File: config.mk
export PLATFORM = sky130hd
export DESIGN_NAME = hdlc_like_frame_receiver
export DESIGN_NICKNAME = d
export VERILOG_FILES = /design/src/rtl/core/hfr_pkg.sv /design/src/rtl/core/hfr_cfg_regs.sv /design/src/rtl/core/hfr_rx_core.sv /design/src/rtl/core/hdlc_like_frame_receiver.sv
export SDC_FILE = /design/constraint.sdc
export NUM_CORES = 1
export LEC_CHECK = 0
export BUFFER_PORTS_ARGS = -buffer_cell sky130_fd_sc_hd__buf_4
export CAP_MARGIN = 20
export CORE_AREA = 3 3 99 101
export DETAILED_ROUTE_END_ITERATION = 7
export DIE_AREA = 0 0 102 104
export GPL_TIMING_DRIVEN = 0
export PLACE_DENSITY = 0.82
export SYNTH_ARGS = -nofsm -noshare
export SYNTH_HDL_FRONTEND = slang
export SYNTH_SLANG_ARGS = --single-unit
File: constraint.sdc
create_clock -name clk -period 5.1 [get_ports clk]
set_clock_uncertainty 0.15 [all_clocks]
set_input_delay 0.255 -clock clk [delete_from_list [all_inputs] [get_ports clk]]
set_output_delay 0.255 -clock clk [all_outputs]
set_load 0.05 [all_outputs]
File: src/rtl/core/hfr_pkg.sv
// Shared constants, register codes and types of the HDLC-like frame receiver.
package hfr_pkg;

  // Payload limit and field widths.
  localparam int unsigned MAX_PAYLOAD = 1024;
  localparam int unsigned BYTE_W      = 8;
  localparam int unsigned COUNT_W     = 11;
  localparam int unsigned STATUS_W    = 3;
  localparam int unsigned PHASE_W     = 3;
  localparam int unsigned CFG_IDX_W   = 3;
  localparam int unsigned OUT_DATA_W  = 40;

  // A data byte arriving at this count overflows the frame.
  localparam logic [COUNT_W-1:0] COUNT_LIMIT = COUNT_W'(MAX_PAYLOAD + 1);

  // Receive phases.
  localparam logic [PHASE_W-1:0] PH_START   = 3'd0;
  localparam logic [PHASE_W-1:0] PH_ADDRESS = 3'd1;
  localparam logic [PHASE_W-1:0] PH_CONTROL = 3'd2;
  localparam logic [PHASE_W-1:0] PH_BCC1    = 3'd3;
  localparam logic [PHASE_W-1:0] PH_DATA    = 3'd4;

  // Status codes reported with each result.
  localparam logic [STATUS_W-1:0] ST_BUSY        = 3'd0;
  localparam logic [STATUS_W-1:0] ST_OK          = 3'd1;
  localparam logic [STATUS_W-1:0] ST_BAD_ADDRESS = 3'd2;
  localparam logic [STATUS_W-1:0] ST_BAD_CONTROL = 3'd3;
  localparam logic [STATUS_W-1:0] ST_BCC2_ERROR  = 3'd4;
  localparam logic [STATUS_W-1:0] ST_OVERFLOW    = 3'd5;

  // Configuration register indexes.
  localparam logic [CFG_IDX_W-1:0] REG_FLAG       = 3'd0;
  localparam logic [CFG_IDX_W-1:0] REG_ESCAPE     = 3'd1;
  localparam logic [CFG_IDX_W-1:0] REG_ESC_MASK   = 3'd2;
  localparam logic [CFG_IDX_W-1:0] REG_ADDRESS    = 3'd3;
  localparam logic [CFG_IDX_W-1:0] REG_CTRL_ZERO  = 3'd4;
  localparam logic [CFG_IDX_W-1:0] REG_CTRL_ONE   = 3'd5;

  // Configuration register reset values.
  localparam logic [BYTE_W-1:0] RST_FLAG      = 8'd126;
  localparam logic [BYTE_W-1:0] RST_ESCAPE    = 8'd125;
  localparam logic [BYTE_W-1:0] RST_ESC_MASK  = 8'd32;
  localparam logic [BYTE_W-1:0] RST_ADDRESS   = 8'd3;
  localparam logic [BYTE_W-1:0] RST_CTRL_ZERO = 8'd0;
  localparam logic [BYTE_W-1:0] RST_CTRL_ONE  = 8'd64;

  // Current register settings.
  typedef struct packed {
    logic [BYTE_W-1:0] flag_byte;
    logic [BYTE_W-1:0] escape_byte;
    logic [BYTE_W-1:0] escape_xor_mask;
    logic [BYTE_W-1:0] address_byte;
    logic [BYTE_W-1:0] control_frame_zero;
    logic [BYTE_W-1:0] control_frame_one;
  } hfr_cfg_t;

  // One result item.
  typedef struct packed {
    logic [COUNT_W-1:0]  frame_length;
    logic [COUNT_W-1:0]  data_index;
    logic [BYTE_W-1:0]   data_byte;
    logic                data_valid;
    logic [STATUS_W-1:0] status;
  } hfr_result_t;

endpackage

File: src/rtl/core/hfr_cfg_regs.sv
// Configuration register file of the HDLC-like frame receiver.
module hfr_cfg_regs
  import hfr_pkg::*;
(
  input  logic                 clk,
  input  logic                 rst_n,
  input  logic                 wr_en,
  input  logic [CFG_IDX_W-1:0] wr_index,
  input  logic [BYTE_W-1:0]    wr_data,
  output hfr_cfg_t             cfg
);

  hfr_cfg_t cfg_r;
  hfr_cfg_t cfg_nxt;

  // Decode the register index; unknown indexes are ignored.
  always_comb begin
    cfg_nxt = cfg_r;
    if (wr_en) begin
      case (wr_index)
        REG_FLAG:      cfg_nxt.flag_byte          = wr_data;
        REG_ESCAPE:    cfg_nxt.escape_byte        = wr_data;
        REG_ESC_MASK:  cfg_nxt.escape_xor_mask    = wr_data;
        REG_ADDRESS:   cfg_nxt.address_byte       = wr_data;
        REG_CTRL_ZERO: cfg_nxt.control_frame_zero = wr_data;
        REG_CTRL_ONE:  cfg_nxt.control_frame_one  = wr_data;
        default:       cfg_nxt = cfg_r;
      endcase
    end
  end

  always_ff @(posedge clk) begin
    if (!rst_n) begin
      cfg_r.flag_byte          <= RST_FLAG;
      cfg_r.escape_byte        <= RST_ESCAPE;
      cfg_r.escape_xor_mask    <= RST_ESC_MASK;
      cfg_r.address_byte       <= RST_ADDRESS;
      cfg_r.control_frame_zero <= RST_CTRL_ZERO;
      cfg_r.control_frame_one  <= RST_CTRL_ONE;
    end else begin
      cfg_r <= cfg_nxt;
    end
  end

  assign cfg = cfg_r;

endmodule

File: src/rtl/core/hfr_rx_core.sv
// Frame phase tracking, destuffing and check logic of the HDLC-like frame receiver.
module hfr_rx_core
  import hfr_pkg::*;
(
  input  logic              clk,
  input  logic              rst_n,
  input  logic              step,
  input  logic [BYTE_W-1:0] rx_byte,
  input  logic              frame_number,
  input  hfr_cfg_t          cfg,
  output hfr_result_t       result
);

  logic [PHASE_W-1:0] phase_r,   phase_nxt;
  logic [COUNT_W-1:0] count_r,   count_nxt;
  logic [BYTE_W-1:0]  xor_r,     xor_nxt;
  logic               escape_r,  escape_nxt;

  logic [BYTE_W-1:0]  ctrl_exp;
  logic [BYTE_W-1:0]  ctrl_other;
  logic [BYTE_W-1:0]  destuffed;
  logic               is_flag;

  assign ctrl_exp   = frame_number ? cfg.control_frame_one : cfg.control_frame_zero;
  assign ctrl_other = frame_number ? cfg.control_frame_zero : cfg.control_frame_one;
  assign destuffed  = escape_r ? (rx_byte ^ cfg.escape_xor_mask) : rx_byte;
  assign is_flag    = (rx_byte == cfg.flag_byte);

  // Next state and result for the current byte.
  always_comb begin
    phase_nxt  = phase_r;
    count_nxt  = count_r;
    xor_nxt    = xor_r;
    escape_nxt = escape_r;
    result     = '0;
    result.status = ST_BUSY;

    case (phase_r)
      PH_START: begin
        if (is_flag) begin
          phase_nxt = PH_ADDRESS;
        end
      end
      PH_ADDRESS: begin
        // An address equal to the flag counts as an address match.
        if (rx_byte == cfg.address_byte) begin
          phase_nxt = PH_CONTROL;
        end else if (is_flag) begin
          phase_nxt = PH_ADDRESS;
        end else begin
          phase_nxt     = PH_START;
          result.status = ST_BAD_ADDRESS;
        end
      end
      PH_CONTROL: begin
        if (rx_byte == ctrl_exp) begin
          phase_nxt = PH_BCC1;
        end else if (is_flag) begin
          phase_nxt = PH_ADDRESS;
        end else if (rx_byte == ctrl_other) begin
          // A repeat of the previous frame restarts without a report.
          phase_nxt = PH_START;
        end else begin
          phase_nxt     = PH_START;
          result.status = ST_BAD_CONTROL;
        end
      end
      PH_BCC1: begin
        if (rx_byte == (cfg.address_byte ^ ctrl_exp)) begin
          phase_nxt = PH_DATA;
        end else begin
          phase_nxt = PH_START;
        end
      end
      PH_DATA: begin
        if (is_flag) begin
          // Closing flag: the XOR over payload and BCC2 must be zero.
          if ((count_r != '0) && (xor_r == '0)) begin
            result.status       = ST_OK;
            result.frame_length = count_r - COUNT_W'(1);
          end else begin
            result.status = ST_BCC2_ERROR;
          end
          phase_nxt  = PH_START;
          count_nxt  = '0;
          xor_nxt    = '0;
          escape_nxt = 1'b0;
        end else if (count_r >= COUNT_LIMIT) begin
          result.status = ST_OVERFLOW;
          phase_nxt     = PH_START;
          count_nxt     = '0;
          xor_nxt       = '0;
          escape_nxt    = 1'b0;
        end else if (rx_byte == cfg.escape_byte) begin
          escape_nxt = 1'b1;
        end else begin
          escape_nxt        = 1'b0;
          xor_nxt           = xor_r ^ destuffed;
          result.data_valid = 1'b1;
          result.data_byte  = destuffed;
          result.data_index = count_r;
          count_nxt         = count_r + COUNT_W'(1);
        end
      end
      default: begin
        phase_nxt  = PH_START;
        count_nxt  = '0;
        xor_nxt    = '0;
        escape_nxt = 1'b0;
      end
    endcase
  end

  // Frame state advances once per processed byte.
  always_ff @(posedge clk) begin
    if (!rst_n) begin
      phase_r  <= PH_START;
      count_r  <= '0;
      xor_r    <= '0;
      escape_r <= 1'b0;
    end else if (step) begin
      phase_r  <= phase_nxt;
      count_r  <= count_nxt;
      xor_r    <= xor_nxt;
      escape_r <= escape_nxt;
    end
  end

endmodule

File: src/rtl/core/hdlc_like_frame_receiver.sv
// Top level of the HDLC-like byte-stuffed frame receiver.
//
// Raw line bytes enter on the in_ stream, one per transaction, with the
// expected frame number on in_tuser. Every accepted byte produces exactly one
// result transaction on the out_ stream: a status code, and for payload bytes
// the destuffed byte with its index; a good closing flag reports the payload
// length without BCC2.
// Registers are written through the cfg_ channel, which is always ready; they
// should only change while no byte is in flight.
// An accepted byte is held in the input register, processed combinationally
// and its result captured in the output register, which drives out_tvalid.
// Throughput is one byte per cycle while the downstream side does not stall,
// set by the phase/XOR/count update between the input and output registers.
// When the downstream side stalls, the output register holds its result and
// the input register holds the next byte; in_tready then drops until
// out_tready returns.
// Reset returns the receiver to the start phase, clears the byte count, the
// XOR and the escape flag, empties both registers and restores the register
// defaults.
module hdlc_like_frame_receiver
  import hfr_pkg::*;
(
  input  logic                  clk,
  input  logic                  rst_n,
  // Input stream.
  input  logic                  in_tvalid,
  output logic                  in_tready,
  input  logic [7:0]            in_tdata,   // [7:0] rx_byte
  input  logic [0:0]            in_tuser,   // [0] frame_number
  // Result stream.
  output logic                  out_tvalid,
  input  logic                  out_tready,
  output logic [OUT_DATA_W-1:0] out_tdata,  // [2:0] status, [3] data_valid,
                                            // [11:4] data_byte, [22:12] data_index,
                                            // [33:23] frame_length, [39:34] zero
  // Configuration write channel.
  input  logic                  cfg_valid,
  output logic                  cfg_ready,
  input  logic [CFG_IDX_W-1:0]  cfg_index,
  input  logic [7:0]            cfg_data
);

  hfr_cfg_t    cfg;
  hfr_result_t result;

  logic              in_valid_r;
  logic [BYTE_W-1:0] in_byte_r;
  logic              in_fn_r;
  logic              out_valid_r;
  hfr_result_t       out_data_r;

  logic              out_free;
  logic              step;

  assign cfg_ready = 1'b1;

  hfr_cfg_regs u_cfg_regs (
    .clk      (clk),
    .rst_n    (rst_n),
    .wr_en    (cfg_valid & cfg_ready),
    .wr_index (cfg_index),
    .wr_data  (cfg_data),
    .cfg      (cfg)
  );

  // Handshake flow: the output register frees up when empty or being drained.
  assign out_free  = !out_valid_r || out_tready;
  assign step      = in_valid_r && out_free;
  assign in_tready = !in_valid_r || out_free;

  hfr_rx_core u_rx_core (
    .clk          (clk),
    .rst_n        (rst_n),
    .step         (step),
    .rx_byte      (in_byte_r),
    .frame_number (in_fn_r),
    .cfg          (cfg),
    .result       (result)
  );

  // Input register.
  always_ff @(posedge clk) begin
    if (!rst_n) begin
      in_valid_r <= 1'b0;
    end else if (in_tready) begin
      in_valid_r <= in_tvalid;
    end
  end

  always_ff @(posedge clk) begin
    if (in_tvalid && in_tready) begin
      in_byte_r <= in_tdata;
      in_fn_r   <= in_tuser[0];
    end
  end

  // Output register.
  always_ff @(posedge clk) begin
    if (!rst_n) begin
      out_valid_r <= 1'b0;
    end else if (out_free) begin
      out_valid_r <= in_valid_r;
    end
  end

  always_ff @(posedge clk) begin
    if (step) begin
      out_data_r <= result;
    end
  end

  assign out_tvalid = out_valid_r;
  assign out_tdata  = {{(OUT_DATA_W - $bits(hfr_result_t)){1'b0}}, out_data_r};

  // A data byte is only ever reported while the frame is still in progress.
  a_data_busy : assert property (@(posedge clk) disable iff (!rst_n)
    out_valid_r && out_data_r.data_valid |-> out_data_r.status == ST_BUSY)
    else $error("data byte reported with a final status");

  // A length is only reported with a good frame.
  a_len_ok : assert property (@(posedge clk) disable iff (!rst_n)
    out_valid_r && out_data_r.status != ST_OK |-> out_data_r.frame_length == '0)
    else $error("frame length reported without a good frame");

  // The input side only stalls behind a held result.
  a_stall_cause : assert property (@(posedge clk) disable iff (!rst_n)
    !in_tready |-> in_valid_r && out_valid_r && !out_tready)
    else $error("input stalled without a downstream stall");

  // Data indexes stay below the overflow limit.
  a_index_range : assert property (@(posedge clk) disable iff (!rst_n)
    step && result.data_valid |-> result.data_index < COUNT_LIMIT)
    else $error("data index beyond payload limit");

endmodule

==> reports/qor.csv <==
metric;value;unit
YS warnings;0;
CTS sink cnt;116;
Layout fillers;588;
TNS Setup;0;ns
unrepaired setup endpoints after global routing;false;
Slew headroom;43.9;%
via density per instance;5.78;
Synth cell types;48;
Seq/Total Area, Yosys;49.2;%
port buffer count;60;
Reg-to-Reg Start;in_byte_r[0];
Initial Util;61.4;%
total DRC errors in the routed layout;0;
# H-tree levels;4;
final setup fails;0;
CP Max Fanout;10;
first-pass GRT wire length;23.2;mm
IO Count;68;
maximum VDD drop;218;µV
Post-synth EDFFs;43;
most common cell in the netlist;nand2_1;
Worst R2R End;out_tdata[9];
commonest cells in the netlist;122 x nand2_1, 73 x dfxtp_1, 52 x xnor2_1;
Die Ht;104;µm
Routed Antenna Nets;0;
Synth Flop Type;dfxtp_1;
drt total wl;14.6;mm
HPWL Detailed;9.82;mm
via count;4858;
Fmax;334;MHz
Worst Tran Pin Value;0.835;ns
routed wl met2;7.06;mm
Pwr per Cell Area;340;mW/mm²
largest net degree at the start of global routing;30;
flop2flop setup slack;2.11;ns
Hold Crit Start;cfg_index[1];
share of layout cells above drive strength 1;16.9;%
CTS tree;done;
critical path class;flop to flop;
1st-iter DRT viols;371;
number of buffers created by CTS;17;
Hold Crit Class;input pin to flop;
clk_lat worst skew;0.52;ns
placed cell count;788;
fin crit period;2.99;ns
ant diodes;0;
max-slew violation count;0;
Crit path max-delay family;simple AND/OR/NAND/NOR gates;
# nets final;745;
Setup crit start kind;flop;
Syn Area/Cell;9.16;µm²
Routed met3 length;1.05;mm
Rows;35;
via count of the first global-routing pass;4700;
clock-pin slew on the worst setup and hold paths;0.06;ns
largest area contributor in the netlist;dfxtp_1;
Syn Inst Count;611;
worst path required time;5.19;ns
Hold Path Stages;4;
clock root buffer;clkbuf_8;
register bit total from synthesis;116;
area of the multi-input gates;0.00262;mm²
Worst Reg-to-Reg Cells;8;
initial antenna violation count;0;
period utilization;58.6;%
WHS Endpoint;u_cfg_regs.cfg[33];
critical path's slowest cell;clkbuf_1;
GP Congestion;0.940;
first drt pass iteration count;7;
DR WL/cell;17.4;µm
die span in x;102;µm
synthesis-to-finish area growth;25.5;%
worst path bufs/invs;3;
Max Cap Viol;0;
Fin. Hold Viols;0;
GRT Residual Overflow;0;
Worst Path Arrival;3.08;ns
max incr delay on CP;0.45;ns
ys async rst share;0;%
Max Root-Sink Buffers;2;
outcome;finished, final reports clean;
gr usage total;28.1;%
DIE AREA;0.0106;mm²
endpoint type of the worst setup path;flop;
max layer used;met4;
Yosys top cell area share;26.1;%
Worst path depth;8;
Syn Std Cell Area;0.00560;mm²
Core Box Area;0.00911;mm²
met1 wire length;5.66;mm
ranking of synthesized cells by area;dfxtp_1 26%, edfxtp_1 23%, nand2_1 8.2%;
Leak;2.69;nW
Post-Layout Cell Count;840;
Reg area;0.00275;mm²
worst path cell trace;buf_2 -> xnor2_1 -> nand4_1 -> or2_2 -> clkbuf_1 -> nand4_1 -> clkbuf_1 -> nor2_1;
[cell usage in the layout (no fill, tap or decap), types with 3 or more instances in the layout]
master         instances
a211oi_1               9
a21oi_1               47
and3_1                11
buf_2                 13
buf_4                 67
clkbuf_1              19
clkbuf_16             18
clkbuf_8               3
clkinvlp_4             4
conb_1                 7
dfxtp_1               73
dlygate4sd3_1         20
edfxtp_1              43
ha_1                   4
inv_1                  7
mux2i_1               16
nand2_1              122
nand2b_1               4
nand3_1               25
nand4_1               16
nor2_1                48
nor2b_1                5
nor3_1                 7
nor4_1                 6
o21ai_1               10
or2_2                  3
or3_1                 11
or4_1                  3
xnor2_1               52
xor2_1                20
[timing repair]
item                                    CTS  global route
endpoints found under the hold margin    59             0
buffers inserted                          0             0
resized for setup                         0             0
hold buffers                             20             0
endpoints found under the setup margin    0             0
[tightest hold or removal path, cell delays in order]
cell and delay [ns]:
buf_4 0.11, nor3_1 0.12, nand2_1 0.10, a21oi_1 0.05
[registers in the layout, indices dropped and copies added (netlist names)]
signal              flops
u_cfg_regs.cfg         48
out_tdata              34
u_rx_core.count_r      11
in_byte_r               8
u_rx_core.xor_r         8
u_rx_core.phase_r       3
in_fn_r                 1
in_valid_r              1
out_tvalid              1
u_rx_core.escape_r      1
[worst max path at each step]
stage | from | end | slack (ns)
6_report | in_byte_r[0] | out_tdata[9] | 2.11
2_1_floorplan | out_tvalid | u_rx_core.count_r[8] | 2.31
4_1_cts | in_byte_r[1] | out_tdata[9] | 2.27
3_3_place_gp | out_tready | u_rx_core.xor_r[6] | 1.99
3_5_place_dp | in_byte_r[2] | out_tdata[9] | 2.29
5_1_grt | in_byte_r[0] | out_tdata[9] | 2.03
[area by class of cell]
class | count | share of cell area (%)
buffer | 42 | 3.07
multi-input combinational | 451 | 37.3
sequential | 116 | 39.2
timing repair buffer | 81 | 9.66
clock buffer | 22 | 7.06
tap | 111 | 1.98
inverter | 7 | 0.374
clock inverter | 10 | 1.34
[routing by layer]
layer | vias to the layer above | track usage, %
met4 | 0 | 16.8
met5 | - | 0
met3 | 76 | 5.43
met1 | 2202 | 33.9
li1 | 2306 | -
met2 | 274 | 45.6
[per-stage QoR]
stage | util [%] | hold WS, ns | setup WS [ns] | total power [mW] | area, µm²
floorplan | - | 0.204 | 2.31 | 1.15 | 5610
global placement | 68.1 | 0.283 | 1.99 | 1.21 | 6200
detailed placement | 68.4 | 0.284 | 2.29 | 1.22 | 6230
CTS | 77.1 | 0.0200 | 2.27 | 2.37 | 7020
global route | 77.1 | 0.0602 | 2.03 | 2.44 | 7020
finish | 77.1 | 0.0304 | 2.11 | 2.38 | 7020
[kinds of logic (layout without fill, tap and decap cells)]
| group | Yosys count | after routing | share of synthesized area (%) |
|---|---|---|---|
| other | 2 | 7 | 0.134 |
| AOI/OAI and AO/OA | 82 | 82 | 8.77 |
| muxes | 16 | 16 | 2.86 |
| DFF | 116 | 116 | 49.2 |
| and+or+nand+nor | 270 | 270 | 22.6 |
| adders and majority gates | 4 | 4 | 0.894 |
| buffers and inverters | 49 | 162 | 4.32 |
| xor gates and xnor gates | 72 | 72 | 11.3 |
[report_power, final]
part / internal, mW / leakage (nW) / switching [mW]
Sequential: 0.985 / 1.00 / 0.0127
Clock: 0.730 / 0.280 / 0.433
Combinational: 0.0813 / 1.41 / 0.143
Note: power is estimated with default switching activity, not from simulation.
